===== src/rtl/lss_out_fifo.sv =====
// ---------------------------------------------------------------------------
// lss_out_fifo
// Small result queue between the arithmetic pipeline and the output port.
// ---------------------------------------------------------------------------
module lss_out_fifo #(
  parameter int WIDTH = 33,
  parameter int DEPTH = 8
) (
  input  logic             clk_i,
  input  logic             rst_ni,
  input  logic             push_i,
  input  logic [WIDTH-1:0] data_i,
  input  logic             pop_i,
  output logic             valid_o,
  output logic [WIDTH-1:0] data_o
);

  localparam int PTR_W = $clog2(DEPTH);
  localparam int CNT_W = $clog2(DEPTH + 1);

  logic [WIDTH-1:0] mem_q [DEPTH];
  logic [PTR_W-1:0] wr_ptr_q;
  logic [PTR_W-1:0] rd_ptr_q;
  logic [CNT_W-1:0] cnt_q;
  logic [CNT_W-1:0] cnt_d;

  always_comb begin
    cnt_d = cnt_q;
    if (push_i && !pop_i) begin
      cnt_d = cnt_q + CNT_W'(1);
    end else if (!push_i && pop_i) begin
      cnt_d = cnt_q - CNT_W'(1);
    end
  end

  always_ff @(posedge clk_i or negedge rst_ni) begin
    if (!rst_ni) begin
      wr_ptr_q <= '0;
      rd_ptr_q <= '0;
      cnt_q    <= '0;
    end else begin
      cnt_q <= cnt_d;
      if (push_i) begin
        wr_ptr_q <= wr_ptr_q + PTR_W'(1);
      end
      if (pop_i) begin
        rd_ptr_q <= rd_ptr_q + PTR_W'(1);
      end
    end
  end

  always_ff @(posedge clk_i) begin
    if (push_i) begin
      mem_q[wr_ptr_q] <= data_i;
    end
  end

  assign valid_o = (cnt_q != '0);
  assign data_o  = mem_q[rd_ptr_q];

endmodule


===== config.mk =====
export PLATFORM = sky130hd
export DESIGN_NAME = lss_out_fifo
export DESIGN_NICKNAME = d
export VERILOG_FILES = /design/src/rtl/lss_out_fifo.sv
export SDC_FILE = /design/constraint.sdc
export NUM_CORES = 1
export LEC_CHECK = 0
export ABC_AREA = 0
export BUFFER_PORTS_ARGS = -buffer_cell sky130_fd_sc_hd__buf_2
export CAP_MARGIN = 15
export CELL_PAD_IN_SITES_DETAIL_PLACEMENT = 1
export CELL_PAD_IN_SITES_GLOBAL_PLACEMENT = 2
export CORE_AREA = 2 2 131 196
export CTS_CLUSTER_DIAMETER = 80
export DETAILED_ROUTE_END_ITERATION = 8
export DIE_AREA = 0 0 133 198
export HOLD_SLACK_MARGIN = 0.02
export PLACE_DENSITY = 0.8
export SYNTH_ARGS = -nofsm -noshare
export SYNTH_HDL_FRONTEND = slang
export SYNTH_SLANG_ARGS = --single-unit

===== constraint.sdc =====
create_clock -name clk_i -period 3.03 [get_ports clk_i]
set_input_delay 0.4545 -clock clk_i [delete_from_list [all_inputs] [get_ports clk_i]]
set_output_delay 0.4545 -clock clk_i [all_outputs]
set_load 0.05 [all_outputs]

==> metrics.md <==
| Metric | Value |
|---|---|
| Status | `finished, final reports clean` |
| CTS sink cnt | `274` |
| Port-buffer cells | `70` |
| Syn Nets | `484` |
| Synthesized flop and latch total | `274` |
| Final WL | `21,600 um` |
| Hold Crit Class | `in2reg` |
| All-Layer GR Usage | `16.6%` |
| Max-cap viol count | `0` |
| CP Capture Type | `output port` |
| Layout cells sized above 1 | `41.2%` |
| Worst hold path cell count | `1` |
| Final setup fails | `0` |
| Number of nets in the layout | `586` |
| Synth-to-Final Area Change | `16.4%` |
| RSZ-0062 raised after global routing | `false` |
| Startpoint types | `flop` |
| Initial DRC Count | `393` |
| Library cells used by synthesis | `30` |
| Critical Path Max Stage Delay | `640 ps` |
| WS Path Type | `reg2out` |
| Worst Reg-to-Reg Cells | `3` |
| CTS max path bufs | `3` |
| Syn Area/Cell | `24.2 um^2` |
| Top area cells in the synthesized netlist | `edfxtp_1, mux4_2, mux2_4, mux4_1, dfrtp_1` |
| Design Power | `13.2 mW` |
| PD cells | `1060 mW/mm^2` |
| Detail Route Antenna Nets | `0` |
| Antenna violations before repair | `3` |
| Initial Util | `43.1%` |
| Final worst-path cycle share | `93.5%` |
| Grt ovf | `0` |
| Worst Skew | `9.08 ps` |
| DPL Wire Length | `13,200 um` |
| Die footprint | `0.0263 mm^2` |
| Core Area | `0.0248 mm^2` |
| First-pass DRT Iterations | `4` |
| Req. time, crit path | `2580 ps` |
| Max Clk Rate | `353 MHz` |
| Hold endpoint | `mem_q[4][3]` |
| Post-synthesis sequential area ratio | `76.6%` |
| Max-slew violations | `0` |
| Peak supply drop | `0.000502 V` |
| Yosys top cell area share | `74.2%` |
| Via count | `4,709` |
| Min-delay src | `data_i[3]` |
| Row cnt | `71` |
| R2R setup slack | `1010 ps` |
| Syn Inst Count | `441` |
| Dominant cell type by area after synthesis | `edfxtp_1` |
| Worst R2R Start | `wr_ptr_q[2]` |
| DR DRC count | `0` |
| Primary FF master, synth | `edfxtp_1` |
| CTS tree | `built` |
| Die Ht | `198 um` |
| Number of synthesized flops with an enable pin | `264` |
| Boundary Pins | `71` |
| H-Tree Depth | `1` |
| Crit-path slowest cell | `dfrtp_4` |
| Vias in the first global route | `5,345` |
| CTS Buf Count | `25` |
| Vias per cell | `5.27` |
| Crit Path Max Fanout | `18` |
| Worst-Skew Late Latency | `520 ps` |
| First-pass GRT wire length | `32,600 um` |
| WL/cell | `24.2 um` |
| Post-Synthesis Cell Area | `0.0107 mm^2` |
| PostCTS Resize Cnt | `0` |
| Reg2reg end | `mem_q[3][31]` |
| Chip width | `133 um` |
| Crit-path cells | `buf_4 -> mux4_2 -> mux2_4 -> buf_2` |
| Synth top cells by count | `edfxtp_1, mux4_2, mux2_4` |
| Root Buffer | `clkbuf_16` |
| Clk slew on worst S/H paths | `70 ps` |
| GPL Wtd Cong | `0.717` |
| Final hold violations | `0` |
| Max transition margin | `51.3%` |
| Leakage | `4.16 nW` |
| Shortest period the worst path allows | `2830 ps` |
| Yosys warnings | `0` |
| Worst slew pin tran | `729 ps` |
| Crit path DAT | `2380 ps` |
| Setup TNS Final | `0 ps` |
| Most instantiated library cell after synthesis | `edfxtp_1` |
| Largest net degree at the start of global routing | `34` |
| Async SR Flop Fraction | `3.65%` |
[flip-flops by register name (all words and copies together) (netlist names)]
signal,count
wr_ptr_q,3
rd_ptr_q,3
cnt_q,4
mem_q,264
[worst max-delay path, delay by kind of cell, from the launching register on]
kind     cells  cell delay, ps
buf+inv      2             560
flops        1             640
mux          2             640
[per-stage QoR]
stage / hold WS [ps] / cell area [um^2] / utilization [%] / instances / worst slack [ps]
3_3_place_gp: 341 / 11500 / 46.6 / 839 / 506
4_1_cts: 185 / 12400 / 50.0 / 888 / 30.5
6_report: 204 / 12400 / 50.2 / 893 / 198
5_1_grt: 197 / 12400 / 50.1 / 891 / 133
3_5_place_dp: 352 / 11500 / 46.6 / 839 / 455
2_1_floorplan: 159 / 10700 / - / 441 / 586
[how the worst max path moves through the flow]
stage	start	end	slack [ps]	depth (start not counted)
after CTS	rd_ptr_q[1]	data_o[14]	30	4
final	rd_ptr_q[1]	data_o[14]	200	4
after global placement	rd_ptr_q[0]	data_o[4]	510	4
after floorplan	wr_ptr_q[0]	mem_q[4][0]	590	2
after detailed placement	rd_ptr_q[0]	data_o[32]	460	4
after global routing	rd_ptr_q[1]	data_o[14]	130	4
[layout make-up]
cell class / count / area (um^2)
Antenna cell: 4 / 10.0
Clock buffer: 30 / 644
Clock inverter: 15 / 154
Fill cell: 2200 / 12400
Inverter: 2 / 7.51
Multi-Input combinational cell: 145 / 2390
Sequential cell: 274 / 8190
Tap cell: 328 / 410
Timing Repair Buffer: 95 / 623
[cells in the final DEF (no fill, tap or decap), types with 2 or more instances in the layout]
cell and count:
a21oi_1 2, buf_12 5, buf_2 70, buf_4 18
bufinv_16 3, clkbuf_1 5, clkbuf_16 25, clkinv_1 3
clkinv_2 6, clkinvlp_4 3, dfrtp_1 7, dfrtp_4 2
diode_2 4, edfxtp_1 264, ha_1 5, inv_1 2
mux2_1 2, mux2_2 10, mux2_4 24, mux4_1 11
mux4_2 55, nand2_1 6, nand2b_1 3, nand3_1 2
nor2_4 6, nor3_4 2, o211ai_1 2, or4_1 2
xnor2_1 4, xor2_1 2
[cell families after synthesis]
group	count (synthesis)	share of synthesized area [%]
xor gates and xnor gates	6	0.492
AOI/OAI and AO/OA	6	0.387
DFF	274	76.6
and+or+nand+nor	24	1.10
buffers and inverters	22	1.62
adders and majority gates	6	0.773
muxes	103	19.0
[per-layer routing]
metal	global-route usage (%)	wire length [um]	share of wire (%)	vias to the layer above
met5	0	0	0	-
met4	6.01	462	2.1	0
met3	3.02	967	4.5	29
met2	30.1	11700	54	104
met1	19.7	8480	39	2503
li1	-	-	-	2073
[where the power goes]
group | switching (mW) | internal [mW] | leakage, nW
Clock | 1.33 | 1.77 | 0.385
Sequential | 0.295 | 4.78 | 2.51
Combinational | 3.02 | 2.00 | 1.27
[timing repair]
item	CTS	global route
endpoints found under the setup margin	19	1
hold buffers	1	0
setup buffers	3	1
endpoints found under the hold margin	10	0
Note: power is estimated with default switching activity, not from simulation.
