`src/rtl/lss_pkg.sv`:
```
// ---------------------------------------------------------------------------
// lss_pkg
// Shared types and constants of the Laplacian stencil smoother.
// ---------------------------------------------------------------------------
package lss_pkg;

  localparam int ROW_W       = 16;
  localparam int COL_W       = 11;
  localparam int COEFF_W     = 16;
  localparam int FRAC_BITS   = 16;
  localparam int CFG_INDEX_W = 2;
  localparam int CFG_DATA_W  = 16;
  localparam int OUT_DEPTH   = 8;

  localparam logic [CFG_INDEX_W-1:0] CFG_ROW_COUNT = 2'd0;
  localparam logic [CFG_INDEX_W-1:0] CFG_COL_COUNT = 2'd1;
  localparam logic [CFG_INDEX_W-1:0] CFG_COEFF     = 2'd2;

  localparam logic [ROW_W-1:0]   ROW_COUNT_RST = 16'd5;
  localparam logic [COL_W-1:0]   COL_COUNT_RST = 11'd5;
  localparam logic [COEFF_W-1:0] COEFF_RST     = 16'd6554;

  typedef struct packed {
    logic valid;
    logic last;
  } lss_ctl_t;

endpackage

```
`src/rtl/lss_arith.sv`:
```
// ---------------------------------------------------------------------------
// lss_arith
// Two-stage scale and accumulate: lap * c, shift out the fraction,
// add the center sample and saturate.
// ---------------------------------------------------------------------------
module lss_arith #(
  parameter int SAMPLE_BITS = 32
) (
  input  logic                          clk_i,
  input  logic                          rst_ni,
  input  lss_pkg::lss_ctl_t             ctl_i,
  input  logic signed [SAMPLE_BITS+2:0] lap_i,
  input  logic signed [SAMPLE_BITS-1:0] center_i,
  input  logic [lss_pkg::COEFF_W-1:0]   coeff_i,
  output lss_pkg::lss_ctl_t             ctl_o,
  output logic signed [SAMPLE_BITS-1:0] result_o
);

  localparam int PW = SAMPLE_BITS + 3 + lss_pkg::COEFF_W + 1;
  localparam int SW = SAMPLE_BITS + 4;
  localparam int AW = SAMPLE_BITS + 5;

  lss_pkg::lss_ctl_t             ctl_a_q;
  lss_pkg::lss_ctl_t             ctl_b_q;
  logic signed [PW-1:0]          prod_d;
  logic signed [PW-1:0]          prod_q;
  logic signed [SAMPLE_BITS-1:0] center_a_q;
  logic signed [PW-1:0]          shr_full;
  logic signed [SW-1:0]          shr;
  logic signed [AW-1:0]          sum;
  logic signed [SAMPLE_BITS-1:0] sat_d;
  logic signed [SAMPLE_BITS-1:0] result_q;

  assign prod_d = PW'(lap_i) * PW'($signed({1'b0, coeff_i}));

  assign shr_full = prod_q >>> lss_pkg::FRAC_BITS;
  assign shr      = shr_full[SW-1:0];
  assign sum      = AW'(center_a_q) + AW'(shr);

  always_comb begin
    if (sum[AW-1:SAMPLE_BITS-1] == {(AW-SAMPLE_BITS+1){1'b0}} ||
        sum[AW-1:SAMPLE_BITS-1] == {(AW-SAMPLE_BITS+1){1'b1}}) begin
      sat_d = sum[SAMPLE_BITS-1:0];
    end else if (sum[AW-1]) begin
      sat_d = {1'b1, {(SAMPLE_BITS-1){1'b0}}};
    end else begin
      sat_d = {1'b0, {(SAMPLE_BITS-1){1'b1}}};
    end
  end

  always_ff @(posedge clk_i or negedge rst_ni) begin
    if (!rst_ni) begin
      ctl_a_q <= '0;
      ctl_b_q <= '0;
    end else begin
      ctl_a_q <= ctl_i;
      ctl_b_q <= ctl_a_q;
    end
  end

  always_ff @(posedge clk_i) begin
    prod_q     <= prod_d;
    center_a_q <= center_i;
    result_q   <= sat_d;
  end

  assign ctl_o    = ctl_b_q;
  assign result_o = result_q;

endmodule

```
`config.mk`:
```
export PLATFORM = sky130hd
export DESIGN_NAME = lss_arith
export DESIGN_NICKNAME = d
export VERILOG_FILES = /design/src/rtl/lss_pkg.sv /design/src/rtl/lss_arith.sv
export SDC_FILE = /design/constraint.sdc
export NUM_CORES = 2
export LEC_CHECK = 0
export BUFFER_PORTS_ARGS = -buffer_cell sky130_fd_sc_hd__buf_4
export CORE_ASPECT_RATIO = 1.25
export CORE_MARGIN = 5
export CORE_UTILIZATION = 58
export CTS_CLUSTER_DIAMETER = 80
export DETAILED_ROUTE_END_ITERATION = 6
export PLACE_DENSITY = 0.75
export SLEW_MARGIN = 20
export SYNTH_ARGS = -nofsm -noshare
export SYNTH_HDL_FRONTEND = slang
export SYNTH_SLANG_ARGS = --single-unit
```
`constraint.sdc`:
```
create_clock -name clk_i -period 3.4 [get_ports clk_i]
set_clock_uncertainty 0.1 [all_clocks]
set_input_delay 0 -clock clk_i [delete_from_list [all_inputs] [get_ports clk_i]]
set_output_delay 0 -clock clk_i [all_outputs]
set_load 0.1 [all_outputs]
```
==> summary.log <==
qor: timing.final_min_period_over_clock_period 1.69
qor: synthesis.synth-warning-count 0
qor: worst_setup_path.reg2reg_slack -0.16 ns
qor: route.routedWlPerCell 18.9 µm
qor: place.dp.final_hpwl 54.3 mm
qor: timing.setup_violating_endpoint_count_in_the_final_report 67
qor: route.vias 19341
qor: worst_setup_path.worstPathMaxFanout 8
qor: synthesis.synth-main-ff-cell dfxtp_1
qor: finish.syn_to_final_growth 28.2%
qor: job.timing.max_cap.violations 0
qor: cts.ctsHtreeMaxLevel 3
qor: synthesis.synth-edff-count 0
qor: worst_hold_path.hold_path.class input port to flip-flop
qor: worst_setup_path.critPathMaxStageDelay 0.54 ns
qor: route.drc_errors 0
qor: grt.grt_util_all_layers 0.301
qor: cts.root_buffer clkbuf_16
qor: grt.globalRouteOverflowTotal 0
qor: route.drt-initial-drc-count 1060
qor: worst_setup_path.cp_data_required_time 3.54 ns
qor: worst_setup_path.timing.critical_path.slowest_stage_cell fa_1
qor: worst_setup_path.crit_buf_inv 5
qor: timing.period_minus_slack 5.73 ns
qor: floorplanning.design.core.area 0.0401 mm²
qor: worst_setup_path.critical_path.cell_chain buf_16, and2_4, fa_1, inv_2, fa_2, fa_1, inv_2, fa_1, fa_1, inv_1, fa_1, inv_2, ha_4, a2111oi_4, o21ai_1, o21ai_1, o211a_4, a21oi_4, a2111oi_4, nor2_2, o31a_1, a221o_1, xnor2_2
qor: route.drtPass1Iterations 5
qor: cts.cts_tree yes
qor: floorplanning.initial_utilization 0.586
qor: finish.layout-drive-gt1-share 0.254
qor: place.place_worst_setup_slack -3.05 ns
qor: synthesis.part_of_the_yosys_area_used_for_sequential_elements 0.0894
qor: synthesis.asyncSetResetFlopFracSynth 0.0385
qor: cts.cts.clk_slew.worst_paths 0.07 ns
qor: worst_setup_path.critical-path-top-delay-family adder cells
qor: synthesis.syn_nets 3392
qor: worst_setup_path.path_class input port to flip-flop
qor: status.status finished, violations left
qor: cts.numCtsBuffers 9
qor: synthesis.post_synth_inst_count 2618
qor: floorplanning.core.rowCount 82
qor: synthesis.synth_top_cell_area_share 0.451
qor: timing.grt_setup_unrepaired true
qor: finish.design.final.nets 3829
qor: timing.hold_viol 0
qor: worst_setup_path.cp_data_arrival_time 5.87 ns
qor: grt.number_of_antenna_violations_at_the_first_check_in_global_routing 1
qor: place.io_buffers 120
qor: place.routabilityCongestion 0.909
qor: timing.fmax 174 MHz
qor: status.violations setup timing
qor: synthesis.ys_ff_latch 104
qor: synthesis.syn_area_per_cell 8.98 µm²
qor: route.route.detailed.vias_per_inst 5.36
qor: floorplanning.die_width 190 µm
qor: route.final_antenna_net_count 0
qor: timing.setup_ws -2.33 ns
qor: finish.fill_cells 2654
qor: cts.insertion_delay 0.36 ns
qor: worst_setup_path.worst_path_most_repeated_cell fa_1
qor: synthesis.yosysTopAreaCell fa_1
qor: grt.first_global_vias 21667
qor: grt.grt_start_max_net_pins 29
qor: timing.worst_pin_slew 0.630 ns
qor: floorplanning.fp.dieArea 0.0447 mm²
qor: route.final_wl 68.1 mm
qor: synthesis.synth_cell_type_count 73
qor: synthesis.post_synth_main_area_contributors fa_1 (45%), inv_1 (10%), dfxtp_1 (8.5%)
qor: floorplanning.num_io_pins 121
qor: floorplanning.height_of_the_die 235 µm
qor: synthesis.syn-cell-area 0.0235 mm²
qor: cts.cts_buffer_depth 2
qor: timing.slew_violations 0
qor: grt.grt_pass1_wl 108 mm
qor: worst_setup_path.setup.worst_path.end_class flip-flop
qor: timing.slew_headroom 0.575
qor: cts.cts_sinks 104
qor: worst_setup_path.worst_setup_path_start_kind input port
-- layer usage --
metal	up-vias	global-route usage	part of all wire
li1	8625	-	-
met1	9715	0.379	0.38
met2	782	0.522	0.51
met3	219	0.0349	0.059
met4	0	0.135	0.057
met5	-	0	0
-- path summary, 6_finish.rpt --
kind                                     endpoint                  from  depth (start not counted)
max                            prod_q[51]$_DFF_P_            coeff_i[5]                         23
min                        center_a_q[29]$_DFF_P_          center_i[29]                          2
max reg2reg                   result_o[2]$_DFF_P_    prod_q[18]$_DFF_P_                         13
min reg2reg                    ctl_o[1]$_DFF_PN0_  ctl_a_q[1]$_DFF_PN0_                          0
max in group asynchronous      ctl_o[0]$_DFF_PN0_                rst_ni                          3
min in group asynchronous      ctl_o[1]$_DFF_PN0_                rst_ni                          3
-- metrics by stage --
stage / util / cells / hold WS, ns / TNS [ns] / instance area, µm²
detailed placement: 0.691 / 3508 / -0.303 / -99.33 / 27700
CTS: 0.728 / 3577 / 0.177 / -73.43 / 29200
global placement: 0.691 / 3508 / -0.306 / -95.29 / 27700
finish: 0.751 / 3606 / 0.190 / -75.85 / 30100
floorplan: - / 2618 / -0.396 / -62.51 / 24200
global route: 0.751 / 3606 / 0.187 / -82.35 / 30100
-- layout make-up --
| type | instances | area, µm² | share of cell area |
|---|---|---|---|
| Antenna cell | 1 | 2.50 | 0.0000831 |
| Clock buffer | 11 | 243 | 0.00806 |
| Clock inverter | 4 | 77.6 | 0.00257 |
| Inverter | 638 | 2390 | 0.0795 |
| Multi-Input combinational cell | 1760 | 19700 | 0.655 |
| Sequential cell | 104 | 2100 | 0.0699 |
| Tap cell | 546 | 683 | 0.0227 |
| Timing Repair Buffer | 542 | 4900 | 0.163 |
-- state kept, by name (all words and copies together) (netlist names) --
register,cells
prod_q,36
result_o,32
ctl_a_q,2
ctl_o,2
center_a_q,32
-- cells by family after synthesis --
kind of cell             count (synthesis)  share of synthesized area
AO/OA/AOI/OAI                          262                     0.0727
adder cells (fa/ha/maj)                687                      0.535
AND/OR/NAND/NOR                        737                      0.150
buffers and inverters                  754                      0.125
XOR/XNOR                                73                     0.0272
multiplexers                             1                   0.000426
flip-flops                             104                     0.0894
-- cell usage in the layout (no fill, tap or decap), drive strengths merged, types with 15 or more instances in the layout --
cell         Yosys  routed
inv            638     639
fa             530     530
buf             12     502
nand2          402     402
and2           205     205
ha             157     157
dfxtp          100     100
a21oi           76      76
o21ai           64      64
xnor2           45      45
nor2            44      44
dlygate4sd3      0      36
a21o            34      34
xor2            28      28
clkbuf         103      15
-- cells in the mapped netlist (3+ instances only) --
cell,count
inv_1,638
fa_1,530
nand2_1,401
and2_1,204
ha_1,157
clkbuf_1,101
dfxtp_1,100
a21oi_1,72
xnor2_1,45
nor2_1,43
o21ai_0,37
a21o_1,30
xor2_1,28
o21ai_1,24
nand3_1,14
a211oi_1,13
nand4_1,12
a31oi_1,11
nor3_1,10
o211ai_1,9
and3_1,8
nand2b_1,8
nor2b_1,8
o22ai_1,7
a211o_1,6
buf_4,6
o21a_1,6
o21bai_1,6
and4_1,5
buf_6,5
o31ai_1,5
a21o_2,4
a21oi_2,4
dfrtp_1,4
nor4_1,4
nor4b_1,3
o21ai_2,3
or2_2,3
-- timing repair --
item / CTS / global route
endpoints found under the setup margin: 67 / 67
hold buffers: 36 / 0
hold endpoints to repair: 38 / 0
gates resized for setup: 135 / 164
pin swaps: 78 / 105
buffers inserted: 16 / 27
cloned: 4 / 5
Power is left out: the tool's default activity adds up to more than one toggle a clock period on the data nets, which glitch-free logic cannot reach.
